--- src/sdtm_pkg.sv ---
// ----------------------------------------------------------------------------
// sdtm_pkg
// Types and constants for the three-mode signed divider pipeline.
// ----------------------------------------------------------------------------
package sdtm_pkg;

  localparam int W = 64;
  localparam int HW = W / 2;

  localparam logic [1:0] CMD_S32_S32 = 2'd0;
  localparam logic [1:0] CMD_S64_S32 = 2'd1;
  localparam logic [1:0] CMD_S64_S64 = 2'd2;
  localparam logic [1:0] CMD_RSVD    = 2'd3;

  localparam logic [W-1:0] Q_ZERO32_NEG = 64'hFFFF_FFFF_0000_0001;
  localparam logic [W-1:0] Q_ZERO32_POS = 64'h0000_0000_FFFF_FFFF;

  typedef struct packed {
    logic [W-1:0] r;       // partial remainder
    logic [W-1:0] q;       // dividend bits in, quotient bits out
    logic [W-1:0] d;       // divisor magnitude
    logic         neg_q;
    logic         neg_r;
    logic         zero32;  // 32-bit mode with zero divisor
    logic         dbz;
  } stage_t;

  function automatic logic [W-1:0] sext32(input logic [W-1:0] v);
    sext32 = {{HW{v[HW-1]}}, v[HW-1:0]};
  endfunction

endpackage

--- src/sdtm_post.sv ---
// ----------------------------------------------------------------------------
// sdtm_post
// Sign correction, 32-bit zero-divisor patterns and output register.
// ----------------------------------------------------------------------------
module sdtm_post (
  input  logic                   clk,
  input  logic                   rst,
  input  logic                   in_valid,
  output logic                   in_stall,
  input  sdtm_pkg::stage_t       in_data,
  output logic                   out_valid,
  input  logic                   out_stall,
  output logic [sdtm_pkg::W-1:0] quotient,
  output logic [sdtm_pkg::W-1:0] remainder,
  output logic                   divide_by_zero
);

  logic [sdtm_pkg::W-1:0] quotient_next;
  logic [sdtm_pkg::W-1:0] remainder_next;

  assign in_stall = out_valid & out_stall;

  always_comb begin
    quotient_next  = in_data.neg_q ? (~in_data.q + 1'b1) : in_data.q;
    remainder_next = in_data.neg_r ? (~in_data.r + 1'b1) : in_data.r;
    if (in_data.zero32) begin
      quotient_next = in_data.neg_r ? sdtm_pkg::Q_ZERO32_NEG : sdtm_pkg::Q_ZERO32_POS;
    end
  end

  always_ff @(posedge clk) begin
    if (rst) begin
      out_valid <= 1'b0;
    end else if (!in_stall) begin
      out_valid <= in_valid;
    end
  end

  always_ff @(posedge clk) begin
    if (in_valid && !in_stall) begin
      quotient       <= quotient_next;
      remainder      <= remainder_next;
      divide_by_zero <= in_data.dbz;
    end
  end

endmodule

--- config.mk ---
export PLATFORM = sky130hd
export DESIGN_NAME = sdtm_post
export DESIGN_NICKNAME = d
export VERILOG_FILES = /design/src/sdtm_pkg.sv /design/src/sdtm_post.sv
export SDC_FILE = /design/constraint.sdc
export NUM_CORES = 1
export LEC_CHECK = 0
export BUFFER_PORTS_ARGS = -buffer_cell sky130_fd_sc_hd__buf_2
export CAP_MARGIN = 0
export CORE_AREA = 2 2 168 129
export DETAILED_ROUTE_END_ITERATION = 8
export DIE_AREA = 0 0 170 131
export GPL_TIMING_DRIVEN = 0
export PLACE_DENSITY_LB_ADDON = 0.12
export SETUP_SLACK_MARGIN = 0.2
export SLEW_MARGIN = 20
export SYNTH_ARGS = -nofsm -noshare
export SYNTH_HDL_FRONTEND = slang
export SYNTH_SLANG_ARGS = --single-unit
--- constraint.sdc ---
create_clock -name clk -period 12.55 [get_ports clk]
set_input_delay 2.51 -clock clk [delete_from_list [all_inputs] [get_ports clk]]
set_output_delay 2.51 -clock clk [all_outputs]
set_load 0.03 [all_outputs]
==> results.cfg <==
[status]
status = finished, final reports clean

[synthesis]
synth.top_cell.area_share_pct = 48.7
syn-num-nets = 941
yosys.cell_types.count = 60
syn_inst = 739
yosys.area.top_type = edfxtp_1
synthTopCellsByCount = edfxtp_1, xnor2_1, nand2_1
synth_flop_cell = edfxtp_1
ys_seq_area_share_pct = 48.9
synthArstFlopShare_pct = 0
ys_top_cells_by_area = edfxtp_1, xnor2_1, xor2_1, o31ai_1, o41ai_1
yosys_warnings = 0
syn_area_per_cell_um2 = 10.8
netlist_area_mm2 = 0.00796
yosys_register_bits = 130
synth_edf_count = 129
synth_most_common_cell = edfxtp_1

[min_path]
min_to = out_valid
hold_path_class = reg -> reg
holdPathStages = 3
hold_path.startpoint = out_valid

[route]
antenna_left = 0
drt_pass1_iterations = 5
drc_errors = 0
wl_per_cell_um = 20.2
vias = 7375
routed_wl_um = 26400
vias_per_cell = 5.66
drt_iter0_markers = 624

[timing]
setup_viol = 0
tightest_slew_ns = 1.03
drv_slew = 0
hold_violations = 0
period_share_pct = 43.9
rsz0062_at_grt = false
setup-tns-final_ns = 0
finClkSkew_ns = 0.00876
period_needed_ns = 5.50
slew_headroom_pct = 30.5
max_clock_freq_ghz = 0.182

[critical_path]
r2r_cells = 4
cp_top_family = buffers and inverters
critPathSlowestCell = buf_2
worst-setup-path-type = in -> out
crit_path_start_kind = primary input
cp.buffers_inverters = 2
r2r_start = out_valid
rr_endpoint = quotient[26]
path_cells = buf_2 -> and2_1 -> buf_2
endpoint_kind = output pin
cp.depth = 3
critPathRequiredTime_ns = 10.04
crit_arrival_ns = 2.99
crit_fanout = 3
rrSetupSlack_ns = 11.04
crit_top_cell = buf_2
critPathMaxStageDelay_ns = 0.22

[clock_network]
cts_resized = 0
cts_tree = yes
clock_sinks = 130
ctsHoldBuffers = 0
postCtsSetupRepairBufs = 0
clk_latency_ns = 0.42
clock_path_buffers = 2
htreeDepth = 4
clkSlewWorstSetupHoldPaths_ns = 0.07
cts-root-buf = clkbuf_16
cts_made_buffers = 17

[flow_run]
drv_cap = 0

[global_route]
grt_overflow_total = 0
grt_max_degree = 28
grt_pass1_vias = 6729
track_usage_pct = 23.3
grt_pass1_wl_um = 39200
antenna_found_initial = 1

[floorplanning]
start_util_pct = 38.4
core_mm2 = 0.0207
dieArea_mm2 = 0.0223
rows = 46
ios = 331
die_height_um = 131
die_w_um = 170

[place]
io_buffers = 262
place_area_mm2 = 0.00971
finalWeightedCongestion = 0.923
dp_hpwl_um = 20000
place_inst = 1270

[finish]
final_area_mm2 = 0.0102
fin_util_pct = 49.5
nets = 1227
layout-drive-gt1-share_pct = 31.8
stdcell_count = 1304
areaGrowthSynthToFinish_pct = 28.8

[pwr]
p_leak_nw = 3.65
ir_drop_uv = 55.6
power.density_mw_per_mm2 = 122
worst max path at each step:
stage / start / to / slack [ns]
finish: out_stall / in_stall / 7.05
global route: out_stall / in_stall / 7.02
CTS: out_stall / in_stall / 7.04
detailed placement: out_stall / in_stall / 7.03
global placement: out_stall / quotient[13] / 0.54
floorplan: out_stall / divide_by_zero / 3.45
per-layer routing:
metal | share of wire [%] | routed length (µm) | GRT usage, %
met1 | 51 | 13300 | 37.0
met2 | 40 | 10600 | 31.7
met3 | 8.2 | 2170 | 4.79
met4 | 0.89 | 235 | 5.83
met5 | 0 | 0 | 0
worst min-delay path, cell delays in order (launching register included):
cell and delay (ns):
dfxtp_1 0.31, and2_1 0.17, nor2_1 0.10, nor2_1 0.04
layout make-up:
type | instances | area (µm²)
Timing Repair Buffer | 267 | 1410
Fill cell | 2008 | 10500
Antenna cell | 2 | 5.00
Inverter | 10 | 37.5
Tap cell | 264 | 330
Clock buffer | 18 | 429
Sequential cell | 130 | 3890
Buffer | 44 | 176
Clock inverter | 14 | 109
Multi-Input combinational cell | 555 | 3860
placed cells by master, fill, tap and decap left out, drive strengths merged, types with 3 or more instances in the layout:
cell type	Yosys	routed
o311ai	3	3
o21a	4	4
a21oi	31	31
a311oi	4	4
nand2	51	51
and2	3	3
or2	4	4
o31ai	42	42
xnor2	63	63
nand2b	8	8
o41ai	33	33
nor4b	4	4
nor3	34	34
nor2	38	38
clkbuf	32	50
inv	10	14
clkinv	0	7
a21boi	9	9
nand3	17	17
buf	12	279
nor3b	5	5
nor4	32	32
a211oi	6	6
and3	6	6
edfxtp	129	129
nor2b	4	4
or4	16	16
or3	18	18
xor2	38	38
nand4	20	20
and4	5	5
o2111a	3	3
clkinvlp	0	3
o21ai	30	30
through the flow:
stage | total power, W | setup slack (ns) | hold WS [ns]
finish | 0.00125 | 7.05 | 0.661
global route | 0.00131 | 7.02 | 0.712
CTS | 0.00126 | 7.04 | 0.669
detailed placement | 0.000799 | 7.03 | 0.661
global placement | 0.000801 | 0.545 | 0.604
floorplan | 0.000700 | 3.45 | 0.887
report_power, final:
part | switching (W) | internal, W | leakage (nW)
sequential | 0.00000828 | 0.000522 | 1.25
clock | 0.000208 | 0.000255 | 0.257
combinational | 0.000178 | 0.0000836 | 2.15
state kept, by name, summed over array words and instances (netlist names):
signal,flops
quotient,64
remainder,64
divide_by_zero,1
out_valid,1
kinds of logic (layout without fill, tap and decap cells):
family	count (synthesis)	count (layout)	share of synthesized area [%]
AO/OA/AOI/OAI	178	178	16.2
XOR/XNOR	101	101	11.1
adder cells (fa/ha/maj)	2	2	0.314
buffers and inverters	54	353	2.69
flip-flops	130	130	48.9
multiplexers	1	1	0.126
other	0	2	0
AND/OR/NAND/NOR	273	273	20.6
Note: power is estimated with default switching activity, not from simulation.
