File: src/sdtm_pkg.sv
// ----------------------------------------------------------------------------
// sdtm_pkg
// Types and constants for the three-mode signed divider pipeline.
// ----------------------------------------------------------------------------
package sdtm_pkg;

  localparam int W = 64;
  localparam int HW = W / 2;

  localparam logic [1:0] CMD_S32_S32 = 2'd0;
  localparam logic [1:0] CMD_S64_S32 = 2'd1;
  localparam logic [1:0] CMD_S64_S64 = 2'd2;
  localparam logic [1:0] CMD_RSVD    = 2'd3;

  localparam logic [W-1:0] Q_ZERO32_NEG = 64'hFFFF_FFFF_0000_0001;
  localparam logic [W-1:0] Q_ZERO32_POS = 64'h0000_0000_FFFF_FFFF;

  typedef struct packed {
    logic [W-1:0] r;       // partial remainder
    logic [W-1:0] q;       // dividend bits in, quotient bits out
    logic [W-1:0] d;       // divisor magnitude
    logic         neg_q;
    logic         neg_r;
    logic         zero32;  // 32-bit mode with zero divisor
    logic         dbz;
  } stage_t;

  function automatic logic [W-1:0] sext32(input logic [W-1:0] v);
    sext32 = {{HW{v[HW-1]}}, v[HW-1:0]};
  endfunction

endpackage

File: src/sdtm_div_stage.sv
// ----------------------------------------------------------------------------
// sdtm_div_stage
// One restoring division step: one quotient bit per stage.
// ----------------------------------------------------------------------------
module sdtm_div_stage (
  input  logic             clk,
  input  logic             rst,
  input  logic             in_valid,
  output logic             in_stall,
  input  sdtm_pkg::stage_t in_data,
  output logic             out_valid,
  input  logic             out_stall,
  output sdtm_pkg::stage_t out_data
);

  logic [sdtm_pkg::W:0] trial;
  logic [sdtm_pkg::W:0] diff;
  logic                 ge;
  sdtm_pkg::stage_t     stage_next;

  assign in_stall = out_valid & out_stall;

  always_comb begin
    trial = {in_data.r, in_data.q[sdtm_pkg::W-1]};
    diff  = trial - {1'b0, in_data.d};
    ge    = !diff[sdtm_pkg::W];
    stage_next   = in_data;
    stage_next.r = ge ? diff[sdtm_pkg::W-1:0] : trial[sdtm_pkg::W-1:0];
    stage_next.q = {in_data.q[sdtm_pkg::W-2:0], ge};
  end

  always_ff @(posedge clk) begin
    if (rst) begin
      out_valid <= 1'b0;
    end else if (!in_stall) begin
      out_valid <= in_valid;
    end
  end

  always_ff @(posedge clk) begin
    if (in_valid && !in_stall) begin
      out_data <= stage_next;
    end
  end

endmodule

File: config.mk
export PLATFORM = sky130hd
export DESIGN_NAME = sdtm_div_stage
export DESIGN_NICKNAME = d
export VERILOG_FILES = /design/src/sdtm_pkg.sv /design/src/sdtm_div_stage.sv
export SDC_FILE = /design/constraint.sdc
export NUM_CORES = 1
export LEC_CHECK = 0
export BUFFER_PORTS_ARGS = -buffer_cell sky130_fd_sc_hd__buf_2
export CAP_MARGIN = 0
export CORE_AREA = 2 2 155 157
export DETAILED_ROUTE_END_ITERATION = 10
export DIE_AREA = 0 0 157 159
export GPL_TIMING_DRIVEN = 0
export PLACE_DENSITY = 0.8
export SLEW_MARGIN = 25
export SYNTH_ARGS = -nofsm -noshare
export SYNTH_HDL_FRONTEND = slang
export SYNTH_SLANG_ARGS = --single-unit
File: constraint.sdc
create_clock -name clk -period 16.65 [get_ports clk]
set_input_delay 4.995 -clock clk [delete_from_list [all_inputs] [get_ports clk]]
set_output_delay 4.995 -clock clk [all_outputs]
set_load 0.03 [all_outputs]
==> results of run 1 <==
[power breakdown]
| part | internal (uW) | switching [uW] |
|---|---|---|
| Clock | 205 | 215 |
| Combinational | 168 | 257 |
| Sequential | 599 | 9.38 |
[how the worst min path moves through the flow]
stage / slack (ps) / cells after the start / end
after floorplan: 890 / 3 / out_valid
after global placement: 600 / 3 / out_valid
after detailed placement: 680 / 3 / out_valid
after CTS: 690 / 3 / out_valid
after global routing: 750 / 3 / out_valid
final: 680 / 3 / out_valid
[stage by stage]
stage | util, % | hold WS (ps) | power, uW | area [sq um] | TNS, ps
5_1_grt | 61.6 | 747 | 1510 | 14300 | 0
4_1_cts | 61.6 | 693 | 1460 | 14300 | 0
2_1_floorplan | - | 887 | 925 | 11100 | 0
3_3_place_gp | 58.1 | 597 | 1040 | 13500 | -250070
6_report | 61.6 | 682 | 1450 | 14300 | 0
3_5_place_dp | 58.9 | 677 | 1040 | 13700 | 0
[area by class of cell]
type,count,share of cell area (%)
Sequential cell,197,41.3
Multi-Input combinational cell,599,32.7
Timing Repair Buffer,405,15.3
Clock buffer,18,3.00
Tap cell,319,2.79
Inverter,82,2.15
Buffer,39,1.43
Clock inverter,14,1.26
Antenna cell,3,0.0525
[metal layers]
layer  track usage [%]  vias up  wire length [um]
met5                 0        -                 0
met4              9.22        0               942
met3              5.82       58              2500
met2              40.7      435             15500
met1              28.3     4240             11800
li1                  -     4274                 -
[worst max-delay path: stages]
cell and delay (ps):
buf_2 80, and2_1 210, buf_2 230
[flip-flops by register name, summed over array words and instances, names as in the netlist]
signal,flops
out_data,196
out_valid,1
[cell usage in the layout, fill, tap and decap left out, types with 10 or more instances in the layout]
| cell type | netlist | routed |
|---|---|---|
| clkbuf_16 | 0 | 17 |
| a21oi_1 | 79 | 79 |
| a31oi_1 | 13 | 13 |
| nor2_1 | 31 | 31 |
| mux2_4 | 59 | 59 |
| nand3_1 | 15 | 15 |
| nor3_1 | 15 | 15 |
| ha_1 | 64 | 64 |
| a211oi_1 | 11 | 11 |
| nand2_1 | 55 | 55 |
| xnor2_1 | 34 | 34 |
| o21ai_0 | 39 | 39 |
| a21o_1 | 31 | 31 |
| xor2_1 | 26 | 26 |
| o21bai_1 | 10 | 10 |
| clkbuf_1 | 23 | 24 |
| nand4_1 | 19 | 19 |
| edfxtp_1 | 196 | 196 |
| inv_1 | 81 | 81 |
| buf_2 | 10 | 407 |
[cells by family (layout without fill, tap and decap cells)]
group	Yosys count	count (layout)	synth area share [%]
buffers and inverters	121	558	4.62
other	0	3	0
and+or+nand+nor	177	177	7.91
adders and majority gates	65	65	7.41
muxes	65	65	8.57
AOI/OAI and AO/OA	232	232	13.4
xor gates and xnor gates	60	60	4.74
DFF	197	197	53.3
==> impl_metrics.py, run 1 <==
metrics = {
    "floorplanning": {
        "core_area_sq_um": 23200,
        "die_y_um": 159,
        "rows": 56,
        "fp.dieW_um": 157,
        "die-area_sq_um": 25000,
        "pin_count": 398,
        "start_util_pct": 47.8,
    },
    "logic_synthesis": {
        "synthTopCellsByCount": "edfxtp_1, inv_1, a21oi_1",
        "synth_top_area_share_pct": 53.1,
        "synth_edf_count": 196,
        "synthArstFlopShare_pct": 0,
        "synth_cell_types": 60,
        "synth-seq-area-share_pct": 53.3,
        "synth_nets": 1182,
        "synth_warnings": 0,
        "synth_top_area_cell": "edfxtp_1",
        "syn_inst": 917,
        "netlist_top_cells_area": "edfxtp_1, mux2_4, ha_1, a21oi_1, inv_1",
        "syn-cell-area_sq_um": 11100,
        "synth-seq-cells": 197,
        "avgSynthCellArea_sq_um": 12.1,
        "yosysMostFrequentCell": "edfxtp_1",
        "synth-main-ff-cell": "edfxtp_1",
    },
    "route": {
        "drt-initial-drc-count": 652,
        "first_pass_iters": 5,
        "wl_per_cell_um": 18.4,
        "drt-total-wl_mm": 30.8,
        "final_antenna_net_count": 0,
        "via_per_inst": 5.37,
        "vias": 9007,
        "drc": 0,
    },
    "cells_and_area": {
        "drive_above_1_share_pct": 38.8,
        "finalNonFillerCells": 1676,
        "finalNetCount": 1606,
        "ff_latch_area_sq_um": 5910,
        "multi_input_area_sq_um": 4670,
        "area_growth_syn_to_layout_pct": 29.0,
        "nFillCells": 1803,
    },
    "sta": {
        "hold_violations": 0,
        "fin_worst_skew_ps": 14.6,
        "period_needed_ps": 10520,
        "finalCritPeriodShare_pct": 63.2,
        "drv_slew": 0,
        "max_freq_mhz": 95.0,
        "fin_ws_ps": 6130,
        "setup_viol_count_final": 0,
        "rsz0062_at_grt": "no",
        "relSlewSlack_pct": 39.6,
        "tightest_slew_ps": 894,
    },
    "clock_tree": {
        "post_cts_buffers": 0,
        "clk_pin_slew_worst_paths_ps": 80,
        "cts_tree": "built",
        "holdBufCountCts": 0,
        "cts_buffers": 17,
        "clk_path_buf_depth": 2,
        "htreeDepth": 4,
        "insertion_delay_ps": 440,
        "cts.sink_count": 197,
        "cts-root-buf": "clkbuf_16",
        "cts_resized": 0,
    },
    "power": {
        "p_per_area_nw_per_um2": 102,
        "p_leak_uw": 0.00650,
        "ir_worst_vdd_uv": 56.3,
    },
    "worst_setup_path": {
        "cp.arrival_ps": 5530,
        "r2r-end": "out_data[57]",
        "startpoint": "out_stall",
        "endpoint": "in_stall",
        "critical_path_class": "in2out",
        "start_kind": "input port",
        "worstPathRequired_ps": 11650,
        "r2r_setup_slack_ps": 14160,
        "critPathMaxFanout": 3,
        "r2r_cells": 7,
        "reg2reg_from": "out_valid",
        "endpoint_kind": "output pin",
    },
    "place": {
        "portBuffers": 397,
        "dpl.hpwl_mm": 24.6,
        "placed_cells": 1641,
        "gp_congestion": 0.874,
        "pre_cts_ws_ps": 6120,
    },
    "status": {
        "outcome": "completed",
    },
    "grt": {
        "grt_usage_pct": 23.6,
        "grt_pass1_vias": 8677,
        "grt_overflow": 0,
        "grt_pass1_wl_mm": 45.6,
        "grt_max_degree": 28,
        "antenna_found_initial": 3,
    },
    "worst_hold_path": {
        "holdCritStartpoint": "out_valid",
        "min_path_type": "reg2reg",
    },
    "flow_run": {
        "drv_cap": 0,
    },
}
No activity file was read; power rests on OpenSTA's default activity.
==> run 2, diff against run 1 <==
==> constraint.sdc (replaced) <==
create_clock -name clk -period 10.6 [get_ports clk]
set_input_delay 3.18 -clock clk [delete_from_list [all_inputs] [get_ports clk]]
set_output_delay 3.18 -clock clk [all_outputs]
set_load 0.03 [all_outputs]
==> run 2 against run 1 <==
  * Die area unchanged
  * Final area fell by 0.10%
  * Global-route usage up 0.25 points
  * Sequential power increased by 57%
  * Register-to-register slack got worse by 5900 ps
  * Non-clock buffer count is 1 lower
  * Critical endpoint unchanged
==> impl_metrics.py, run 2 (synthesis gave the netlist of run 1 again) <==
metrics = {
    "status": {
        "outcome": "completed",
    },
    "clock_tree": {
        "post_cts_buffers": 0,
        "cts-root-buf": "clkbuf_16",
        "cts_buffers": 17,
        "cts_resized": 0,
        "holdBufCountCts": 0,
        "htreeDepth": 4,
        "clk_path_buf_depth": 2,
        "cts.sink_count": 197,
        "cts_tree": "built",
        "insertion_delay_ps": 440,
        "clk_pin_slew_worst_paths_ps": 80,
    },
    "worst_setup_path": {
        "worstPathRequired_ps": 7420,
        "critPathMaxStageDelay_ps": 230,
        "cp.arrival_ps": 3690,
        "path_common_cell": "buf_2",
        "critical_path_class": "in2out",
        "endpoint_kind": "output pin",
        "crit_chain": "buf_2 > and2_1 > buf_2",
        "critical_path.slowest_cell": "buf_2",
        "crit_buf_inv": 2,
        "critPathTopFamily": "buffers and inverters",
        "startpoint": "out_stall",
        "critPathMaxFanout": 3,
        "start_kind": "input port",
        "reg2reg_from": "out_valid",
    },
    "sta": {
        "drv_slew": 0,
        "setup_viol_count_final": 0,
        "finalCritPeriodShare_pct": 64.8,
        "tightest_slew_ps": 806,
        "max_freq_mhz": 146,
        "fin_worst_skew_ps": 12.4,
        "relSlewSlack_pct": 46.2,
        "hold_violations": 0,
        "rsz0062_at_grt": "no",
        "period_needed_ps": 6870,
    },
    "floorplanning": {
        "die_y_um": 159,
        "fp.dieW_um": 157,
        "die-area_sq_um": 25000,
        "pin_count": 398,
        "start_util_pct": 47.8,
        "core_area_sq_um": 23200,
        "rows": 56,
    },
    "place": {
        "gp_congestion": 0.856,
        "portBuffers": 397,
        "dpl-instance-area_sq_um": 13600,
        "dpl.hpwl_mm": 24.4,
        "placed_cells": 1640,
    },
    "power": {
        "p_leak_uw": 0.00649,
        "fin_total_pwr_uw": 2290,
        "ir_worst_vdd_uv": 78.2,
        "p_per_area_nw_per_um2": 161,
    },
    "cells_and_area": {
        "finish.instance_area_sq_um": 14300,
        "largest_register_ffs": 196,
        "area_growth_syn_to_layout_pct": 28.8,
        "nFillCells": 1830,
        "finalNetCount": 1605,
        "drive_above_1_share_pct": 38.8,
        "top_regs": "out_data (196), out_valid (1)",
        "layout_commonest_cell": "buf_2",
        "final_cell_mix": "buf_2, edfxtp_1, inv_1",
        "finalNonFillerCells": 1674,
        "regMostFlops": "out_data",
    },
    "grt": {
        "grt_max_degree": 29,
        "antenna_found_initial": 2,
        "grt_pass1_wl_mm": 46.6,
        "grt_usage_pct": 23.9,
        "grt_pass1_vias": 9043,
        "grt_overflow": 0,
    },
    "route": {
        "wl_per_cell_um": 18.1,
        "final_antenna_net_count": 0,
        "drc": 0,
        "via_per_inst": 5.37,
        "vias": 8993,
        "drt-initial-drc-count": 666,
        "drt-total-wl_mm": 30.4,
        "first_pass_iters": 5,
    },
    "worst_hold_path": {
        "holdCritStartpoint": "out_valid",
        "min_path_type": "reg2reg",
    },
    "flow_run": {
        "drv_cap": 0,
    },
}
run 2: path summary, 6_finish.rpt:
| path | to | slack [ps] | cells past startpoint |
|---|---|---|---|
| min reg2reg | out_valid | 720 | 3 |
| max reg2reg | out_data[55] | 8220 | 6 |
| min | out_valid | 720 | 3 |
| max | in_stall | 3730 | 3 |
run 2: worst min-delay path, stage by stage, from the launching register on:
cell and delay [ps]:
dfxtp_1 320, and2_1 190, nor2_1 130, nor2_1 50
run 2: final cells by class:
cell class              count  area, sq um  area share (%)
multi-input cells         599         4670            32.7
plain buffers              39          204            1.43
diodes                      2         5.00          0.0351
clock buffers              17          425            2.98
well taps                 319          399            2.80
flip-flops and latches    197         5910            41.4
inverters                  82          308            2.16
clock inverters            15          206            1.45
repair buffers            404         2150            15.1
run 2: layer usage:
| layer | routed length (um) | vias to the layer above | part of all wire [%] | global-route usage (%) |
|---|---|---|---|---|
| li1 | - | 4268 | - | - |
| met1 | 11700 | 4265 | 39 | 28.2 |
| met2 | 15300 | 397 | 50 | 41.7 |
| met3 | 2470 | 63 | 8.1 | 5.77 |
| met4 | 891 | 0 | 2.9 | 9.13 |
| met5 | 0 | - | 0 | 0 |
run 2: where the power goes:
part / switching (uW) / internal (uW) / leakage, uW
Clock: 346 / 327 / 0.000302
Combinational: 402 / 263 / 0.00428
Sequential: 14.1 / 941 / 0.00190
Total: 762 / 1530 / 0.00649
run 2: stage by stage:
step           hold slack, ps  TNS (ps)  utilization (%)  setup WS, ps
3_5_place_dp              715         0             58.8          3590
3_3_place_gp              614    -48690             58.1          -273
4_1_cts                   730         0             61.5          3730
6_report                  723         0             61.5          3730
2_1_floorplan             896         0                -          1540
5_1_grt                   786         0             61.5          3690
