<file path="src/sdtm_pkg.sv">
// ----------------------------------------------------------------------------
// sdtm_pkg
// Types and constants for the three-mode signed divider pipeline.
// ----------------------------------------------------------------------------
package sdtm_pkg;

  localparam int W = 64;
  localparam int HW = W / 2;

  localparam logic [1:0] CMD_S32_S32 = 2'd0;
  localparam logic [1:0] CMD_S64_S32 = 2'd1;
  localparam logic [1:0] CMD_S64_S64 = 2'd2;
  localparam logic [1:0] CMD_RSVD    = 2'd3;

  localparam logic [W-1:0] Q_ZERO32_NEG = 64'hFFFF_FFFF_0000_0001;
  localparam logic [W-1:0] Q_ZERO32_POS = 64'h0000_0000_FFFF_FFFF;

  typedef struct packed {
    logic [W-1:0] r;       // partial remainder
    logic [W-1:0] q;       // dividend bits in, quotient bits out
    logic [W-1:0] d;       // divisor magnitude
    logic         neg_q;
    logic         neg_r;
    logic         zero32;  // 32-bit mode with zero divisor
    logic         dbz;
  } stage_t;

  function automatic logic [W-1:0] sext32(input logic [W-1:0] v);
    sext32 = {{HW{v[HW-1]}}, v[HW-1:0]};
  endfunction

endpackage

</file>
<file path="src/sdtm_prep.sv">
// ----------------------------------------------------------------------------
// sdtm_prep
// Operand decode: mode widths, magnitudes, result signs and flags.
// ----------------------------------------------------------------------------
module sdtm_prep (
  input  logic                     clk,
  input  logic                     rst,
  input  logic                     in_valid,
  output logic                     in_stall,
  input  logic [1:0]               command,
  input  logic [sdtm_pkg::W-1:0]   numerator,
  input  logic [sdtm_pkg::W-1:0]   denominator,
  output logic                     out_valid,
  input  logic                     out_stall,
  output sdtm_pkg::stage_t         out_data
);

  logic                   mode64;
  logic [sdtm_pkg::W-1:0] n;
  logic [sdtm_pkg::W-1:0] d;
  sdtm_pkg::stage_t       stage_next;

  assign in_stall = out_valid & out_stall;

  always_comb begin
    mode64 = (command == sdtm_pkg::CMD_S64_S32) || (command == sdtm_pkg::CMD_S64_S64);
    n = mode64 ? numerator : sdtm_pkg::sext32(numerator);
    d = (command == sdtm_pkg::CMD_S64_S64) ? denominator : sdtm_pkg::sext32(denominator);
    stage_next.r      = '0;
    stage_next.q      = n[sdtm_pkg::W-1] ? (~n + 1'b1) : n;
    stage_next.d      = d[sdtm_pkg::W-1] ? (~d + 1'b1) : d;
    stage_next.neg_q  = n[sdtm_pkg::W-1] ^ d[sdtm_pkg::W-1];
    stage_next.neg_r  = n[sdtm_pkg::W-1];
    stage_next.zero32 = !mode64 && (d == '0);
    stage_next.dbz    = (denominator == '0);
  end

  always_ff @(posedge clk) begin
    if (rst) begin
      out_valid <= 1'b0;
    end else if (!in_stall) begin
      out_valid <= in_valid;
    end
  end

  always_ff @(posedge clk) begin
    if (in_valid && !in_stall) begin
      out_data <= stage_next;
    end
  end

endmodule

</file>
<file path="config.mk">
export PLATFORM = sky130hd
export DESIGN_NAME = sdtm_prep
export DESIGN_NICKNAME = d
export VERILOG_FILES = /design/src/sdtm_pkg.sv /design/src/sdtm_prep.sv
export SDC_FILE = /design/constraint.sdc
export NUM_CORES = 1
export LEC_CHECK = 0
export ABC_AREA = 1
export BUFFER_PORTS_ARGS = -buffer_cell sky130_fd_sc_hd__buf_2
export CAP_MARGIN = 20
export CORE_MARGIN = 8
export CORE_UTILIZATION = 50
export CTS_CLUSTER_DIAMETER = 100
export CTS_CLUSTER_SIZE = 20
export DETAILED_ROUTE_END_ITERATION = 12
export GPL_TIMING_DRIVEN = 0
export HOLD_SLACK_MARGIN = 0.05
export PLACE_DENSITY = 0.81
export SYNTH_ARGS = -nofsm -noshare
export SYNTH_HDL_FRONTEND = slang
export SYNTH_SLANG_ARGS = --single-unit
</file>
<file path="constraint.sdc">
create_clock -name clk -period 8.7 [get_ports clk]
set_clock_uncertainty 0.15 [all_clocks]
set_input_delay 0.435 -clock clk [delete_from_list [all_inputs] [get_ports clk]]
set_output_delay 0.435 -clock clk [all_outputs]
set_load 0.02 [all_outputs]
</file>
==> metrics.md, run 1 <==
| Metric | Value |
|---|---|
| Max Slew Vio Count | `0` |
| Site Rows | `51` |
| Clk sinks | `133` |
| Ports | `332` |
| Switching pwr | `0.781 mW` |
| YS warnings | `0` |
| Crit-path cells | `dlygate4sd3_1 -> buf_2 -> inv_1 -> ha_1 -> nand4_1 -> inv_1 -> nand3_1 -> o21ai_0 -> nand2_1 -> xor2_1 -> inv_1` |
| 1st-pass router iterations | `6` |
| DRC viols | `0` |
| Maximum vdd drop | `0.000135 V` |
| Worst-path clk slew | `0.06 ns` |
| Startpoint types | `input port` |
| Fmax | `350 MHz` |
| Switching Share | `35.1%` |
| Reg2reg path depth | `5` |
| Worst skew pair latency | `0.42 ns` |
| Post-synth top area share | `40.3%` |
| Leak pwr | `6.26 nW` |
| Syn avg cell area | `7.28 um2` |
| Final setup violation count | `0` |
| Chip width | `156 um` |
| ANT nets after route | `0` |
| Post-CTS resize count | `0` |
| WL/cell | `17.4 um` |
| CP max stage cell | `o21ai_0` |
| RSZ-0062 raised after global routing | `false` |
| Met1 Use GR | `32.7%` |
| Placed Area | `11800 um2` |
| Commonest non-fill, non-tap cell in the layout | `nand2_1` |
| Combinational share of power | `29.0%` |
| Syn Inst Count | `1351` |
| Register bit total from synthesis | `133` |
| Critical path's largest stage delay | `0.68 ns` |
| Worst-case hold path end point | `out_data[68]` |
| Pwr Density | `178 nW/um2` |
| Fin crit share | `32.8%` |
| Worst setup EP type | `register` |
| Longest Clk Path Bufs | `2` |
| Starting Density | `50.7%` |
| Vias in the first global route | `9792` |
| Most Used Layer, Global Route | `met2` |
| Hold Fails Final Rpt | `0` |
| CTS Buf Count | `17` |
| Antenna Cells | `0` |
| Hold path cells | `1` |
| R2r endpoint | `out_data[85]` |
| Dpl hpwl | `28500 um` |
| RePlAce Congestion | `0.975` |
| Min Tclk post-route | `2.86 ns` |
| Fillers | `1805` |
| Critical path peak fanout | `4` |
| Flop pwr share | `36.7%` |
| Final setup TNS | `0 ns` |
| DRT iter0 DRCs | `917` |
| Status | `completed` |
| Detailed Route WL | `34600 um` |
| H-tree depth | `4` |
| Routed via count | `9933` |
| Final instance area | `12400 um2` |
| Hold Path Class | `input port to register` |
| DR vias/cell | `5.01` |
| Core region area | `19400 um2` |
| Nets | `1842` |
| Area leader, netlist | `edfxtp_1` |
| GRT met2 Usage | `47.4%` |
| Register area share after synthesis | `40.5%` |
| Pin count of the biggest net entering global routing | `38` |
| Layout cells sized above 1 | `25.6%` |
| Gr usage total | `27.6%` |
| Netlist cell types | `34` |
| Worst Path Arrival | `2.89 ns` |
| Most frequent cells in the layout | `nand2_1 (415), buf_2 (283), nor2_1 (206)` |
| WP data required | `8.73 ns` |
| Top cells by area, synth | `edfxtp_1 (40%), nand2_1 (16%), nor2_1 (7.9%), inv_1 (6.1%), nand3_1 (5.7%)` |
| Root Driver | `clkbuf_16` |
| Internal power | `1.44 mW` |
| Max Cap Viol | `0` |
| Port bufs | `267` |
| Slew HR | `35.7%` |
| Worst Tran Pin Value | `0.962 ns` |
| RR Startpoint | `out_valid` |
| Critical setup path kind | `input port to register` |
| Die area | `24400 um2` |
| Die H | `156 um` |
| HP Start | `numerator[0]` |
| First-pass GRT wire length | `51800 um` |
| Clk network pwr share | `34.4%` |
| P&R area growth vs syn | `26.5%` |
| GRT overflow | `0` |
| Cell Area, Synth | `9840 um2` |
| CTS tree | `yes` |
| GR Util met3 | `6.84%` |
| Initial antenna violation count | `3` |
| R2R Setup Slk | `6.43 ns` |
| Crit-path most repeated cell | `inv_1` |
stage by stage:
step / instances / power (mW) / hold slack [ns] / utilization, % / setup WS (ns)
after floorplan: 1414 / 1.25 / 0.354 / - / 1.80
after global placement: 1946 / 1.46 / 0.308 / 60.5 / -0.374
after detailed placement: 1949 / 1.46 / 0.363 / 60.9 / 5.67
after CTS: 1983 / 2.22 / 0.0623 / 64.2 / 5.90
after global routing: 1983 / 2.31 / 0.0676 / 64.2 / 5.71
final: 1983 / 2.22 / 0.0679 / 64.2 / 5.84
final cells by class:
type / instances / area (um2) / share of cell area [%]
inverters: 164 / 616 / 4.95
plain buffers: 93 / 658 / 5.29
repair buffers: 272 / 1420 / 11.4
flip-flops and latches: 133 / 3980 / 32.0
multi-input cells: 1024 / 4830 / 38.8
clock inverters: 15 / 189 / 1.52
clock buffers: 17 / 425 / 3.42
well taps: 265 / 332 / 2.66
power groups by stage:
stage	clock network, mW	registers (mW)	logic (mW)
final	0.764	0.814	0.644
after global routing	0.796	0.821	0.695
after CTS	0.770	0.815	0.637
after detailed placement	0	0.827	0.634
after global placement	0	0.836	0.626
after floorplan	0	0.922	0.332
worst max-delay path: cells and delay by family:
family	cells	cell delay, ns
buffers and inverters	5	0.90
AOI/OAI and AO/OA	1	0.68
and+or+nand+nor	3	0.48
adders and majority gates	1	0.21
xor gates and xnor gates	1	0.18
logic make-up (layout without fill, tap and decap cells):
| logic type | count (synthesis) | in the layout | share of synthesized area (%) |
|---|---|---|---|
| DFF | 133 | 133 | 40.5 |
| AOI/OAI and AO/OA | 40 | 40 | 2.20 |
| other | 1 | 64 | 0.0381 |
| adders and majority gates | 3 | 3 | 0.381 |
| and+or+nand+nor | 827 | 827 | 35.9 |
| xor gates and xnor gates | 90 | 90 | 8.01 |
| buffers and inverters | 257 | 561 | 12.9 |
how the worst max path moves through the flow:
| stage | startpoint | endpoint | slack [ns] | cells after the start |
|---|---|---|---|---|
| 6_report | denominator[0] | out_data[42] | 5.84 | 11 |
| 3_5_place_dp | command[0] | out_data[127] | 5.67 | 17 |
| 4_1_cts | denominator[0] | out_data[42] | 5.90 | 11 |
| 5_1_grt | denominator[0] | out_data[42] | 5.71 | 11 |
| 2_1_floorplan | out_stall | out_data[0] | 1.80 | 3 |
| 3_3_place_gp | out_stall | out_data[85] | -0.37 | 4 |
synthesized netlist by cell type, drive strengths merged:
| cell | number |
|---|---|
| or2 | 2 |
| xor2 | 55 |
| a21oi | 11 |
| nor2 | 223 |
| nor4 | 8 |
| o21ai | 27 |
| nand3 | 116 |
| dfxtp | 1 |
| and2 | 3 |
| edfxtp | 132 |
| a21o | 1 |
| ha | 3 |
| nand2 | 436 |
| nand4 | 16 |
| conb | 1 |
| clkbuf | 4 |
| inv | 164 |
| xnor2 | 35 |
| nand3b | 12 |
| nor3 | 10 |
| and3b | 1 |
| o31ai | 1 |
| buf | 89 |
what timing repair did:
item                                   CTS  global route
endpoints found under the hold margin    2             0
setup endpoints to repair                0             0
hold buffers                             2             0
buffers inserted                         0             0
state kept, by name (all words and copies together) (netlist names):
register,flops
out_valid,1
out_data,132
routing by layer:
| metal | part of all wire [%] | vias to the layer above | wire length, um |
|---|---|---|---|
| li1 | - | 4854 | - |
| met1 | 39 | 4406 | 13400 |
| met2 | 47 | 586 | 16300 |
| met3 | 11 | 81 | 3630 |
| met4 | 3.3 | 6 | 1160 |
| met5 | 0.12 | - | 41 |
Power figures use the tool's default switching activity.
==> run 2: changes to the inputs <==
Settings changed: ABC_AREA 1 to 0, CORE_UTILIZATION 50 to 46, PLACE_DENSITY 0.81 to 0.8.
Clock period 8.7 ns to 2.6 ns, I/O delays scaled along.
==> run 2 against run 1 <==
  * The flow now finishes with violations (setup timing)
  * Sequential power grew to 3.3 times the previous value
  * Global-route usage up 0.081 points
  * Final area up 4.5%
  * Synthesized cell count is 34% lower
  * Setup slack got worse by 5.8 ns
  * Clock-buffer cell count stayed put
  * Via count is 4.9% lower
  * Non-clock buffer count rose by 137
  * Sequential share of layout area shrank 1.4 points
  * Critical path depth is 5 lower
  * Cell count down 17%
  * Critical path type unchanged
==> metrics.md, run 2 <==
| Metric | Value |
|---|---|
| Syn avg cell area | `10.0 um2` |
| Register area share after synthesis | `44.9%` |
| Site Rows | `51` |
| Area leader, netlist | `edfxtp_1` |
| Syn Inst Count | `886` |
| DRT iter0 DRCs | `992` |
| Die area | `24000 um2` |
| Max Slew Vio Count | `0` |
| Pwr Density | `536 nW/um2` |
| Vias in the first global route | `9345` |
| Worst-path clk slew | `0.06 ns` |
| Largest regs | `out_data x132, out_valid x1` |
| Critical setup path kind | `input port to register` |
| Top cells by area, synth | `edfxtp_1 (45%), buf_4 (5.4%), xnor2_1 (3.8%), xor2_1 (3.6%), nor2_1 (3.4%)` |
| Ports | `332` |
| Clk network pwr share | `35.2%` |
| Layout Utilization | `67.7%` |
| Critical path's largest stage delay | `0.76 ns` |
| 1st-pass router iterations | `6` |
| Starting Density | `46.2%` |
| Nets | `1508` |
| WP data required | `2.62 ns` |
| Dpl ws | `-0.879 ns` |
| Combinational share of power | `26.5%` |
| WL/cell | `21.1 um` |
| Switching pwr | `2.28 mW` |
| Critical path peak fanout | `9` |
| CTS Buf Count | `17` |
| YS warnings | `0` |
| Chip width | `155 um` |
| Slew HR | `40.0%` |
| Switching Share | `32.7%` |
| WL met2 | `16400 um` |
| Register bit total from synthesis | `133` |
| Worst Tran Pin Value | `0.893 ns` |
| WP buf/inv | `1` |
| EDFF count, synth | `132` |
| Worst Path Arrival | `2.62 ns` |
| Fillers | `1430` |
| Leading cell types by count after synthesis | `edfxtp_1 (132), nor2_1 (80), buf_4 (64)` |
| Die H | `155 um` |
| Netlist cell types | `70` |
| Routed via count | `9447` |
| Worst setup EP type | `register` |
| CP max stage cell | `nor4_4` |
| Metal-1 WL | `13700 um` |
| P&R area growth vs syn | `46.5%` |
| Cell family with most CP delay | `simple AND/OR/NAND/NOR gates` |
| Ys flop type | `edfxtp_1` |
| Max layer used | `met4` |
| Layout cells sized above 1 | `32.9%` |
| Status | `finished with violations` |
| H-tree depth | `4` |
| Fmax | `384 MHz` |
| RSZ-0062 raised after global routing | `true` |
| Max Cap Viol | `0` |
| Longest Clk Path Bufs | `2` |
| Cell Area, Synth | `8880 um2` |
| GRT overflow | `0` |
| Final setup violation count | `1` |
| Setup WS post-layout | `-0.00242 ns` |
| Hold Fails Final Rpt | `0` |
| DR vias/cell | `5.72` |
| Hold slack | `0.0378 ns` |
| First-pass GRT wire length | `52000 um` |
| Largest register by flop count | `out_data` |
| Hold Path Class | `input port to register` |
| Post-synth top area share | `44.6%` |
| Core region area | `19200 um2` |
| Gr usage total | `27.7%` |
| Failing checks | `setup timing` |
| Most numerous cell in the Yosys netlist | `edfxtp_1` |
| Pin count of the biggest net entering global routing | `36` |
| Maximum vdd drop | `0.000423 V` |
| Dpl hpwl | `24400 um` |
| Crit-path cells | `buf_2 -> nor4_1 -> nand4_1 -> nor4_4 -> a31oi_1 -> mux2i_1` |
| DRC viols | `0` |
| Most frequent cells in the layout | `buf_2 (269), edfxtp_1 (132), dlygate4sd3_1 (131)` |
| Max reg flops | `132` |
| Startpoint types | `input port` |
| ANT nets after route | `0` |
| Port bufs | `267` |
| Min Tclk post-route | `2.60 ns` |
| Detailed Route WL | `35000 um` |
| Ys async rst share | `0%` |
| Root Driver | `clkbuf_16` |
| Initial antenna violation count | `4` |
| Fin crit share | `100%` |
| Flop pwr share | `38.4%` |
| Commonest non-fill, non-tap cell in the layout | `buf_2` |
| CTS tree | `yes` |
| Leak pwr | `5.35 nW` |
| WL met3 | `3930 um` |
| Internal power | `4.69 mW` |
| Clk sinks | `133` |
| RePlAce Congestion | `0.921` |
| Worst skew pair latency | `0.43 ns` |
## run 2: final timing paths
| kind | from | end | slack [ns] | cells past startpoint |
|---|---|---|---|---|
| setup reg to reg | out_valid | out_data[50] | 0.70 | 5 |
| hold / removal | numerator[25] | out_data[94] | 0.04 | 3 |
| setup / recovery | denominator[9] | out_data[66] | -0.002 | 6 |
| hold reg to reg | out_valid | out_data[76] | 0.78 | 3 |
## run 2: kinds of logic (layout without fill, tap and decap cells)
logic type                 Yosys count  in the layout  synth area share (%)
AOI/OAI and AO/OA                  175            175                  13.2
adders and majority gates            3              3                 0.423
muxes                               33             33                  3.97
DFF                                133            133                  44.9
other                                1             68                0.0422
buffers and inverters              118            553                  7.79
and+or+nand+nor                    347            347                  22.2
xor gates and xnor gates            76             76                  7.49
## run 2: timing repair
item,in CTS,in global routing
setup buffers,1,2
hold endpoints to repair,120,0
hold buffers,131,0
gates resized for setup,18,39
endpoints found under the setup margin,70,68
pin swaps,2,3
## run 2: cell type report
| class | count | area [um2] | share of cell area [%] |
|---|---|---|---|
| Buffer | 97 | 636 | 4.89 |
| Tap cell | 265 | 332 | 2.55 |
| Antenna cell | 4 | 10.0 | 0.0769 |
| Inverter | 19 | 71.3 | 0.548 |
| Sequential cell | 133 | 3990 | 30.6 |
| Multi-Input combinational cell | 698 | 4630 | 35.6 |
| Clock buffer | 17 | 425 | 3.27 |
| Timing Repair Buffer | 405 | 2750 | 21.1 |
| Clock inverter | 15 | 166 | 1.28 |
## run 2: power by group through the flow
stage / clock, mW / combinational, mW / sequential [mW]
5_1_grt: 2.56 / 1.95 / 2.69
2_1_floorplan: 0 / 0.730 / 2.98
3_5_place_dp: 0 / 1.59 / 2.71
6_report: 2.45 / 1.84 / 2.67
3_3_place_gp: 0 / 1.55 / 2.72
4_1_cts: 2.47 / 1.77 / 2.67
## run 2: worst min-delay path, stage by stage
cell     delay [ns]
buf_2          0.11
o41ai_1        0.10
xnor2_1        0.16
## run 2: layer usage
metal / up-vias / GRT usage [%]
met1: 4447 / 34.2
met3: 92 / 7.10
met5: - / 0
met2: 716 / 45.1
met4: 0 / 11.9
li1: 4192 / -
## run 2: metrics by stage
stage / total power [mW] / cells / setup TNS [ns] / area (um2)
floorplan: 3.71 / 949 / -62.79 / 9130
global placement: 4.27 / 1481 / -209.88 / 10800
detailed placement: 4.31 / 1485 / -59.28 / 10900
CTS: 6.91 / 1649 / 0 / 12900
global route: 7.19 / 1653 / -0.0164 / 13000
finish: 6.97 / 1653 / -0.00242 / 13000
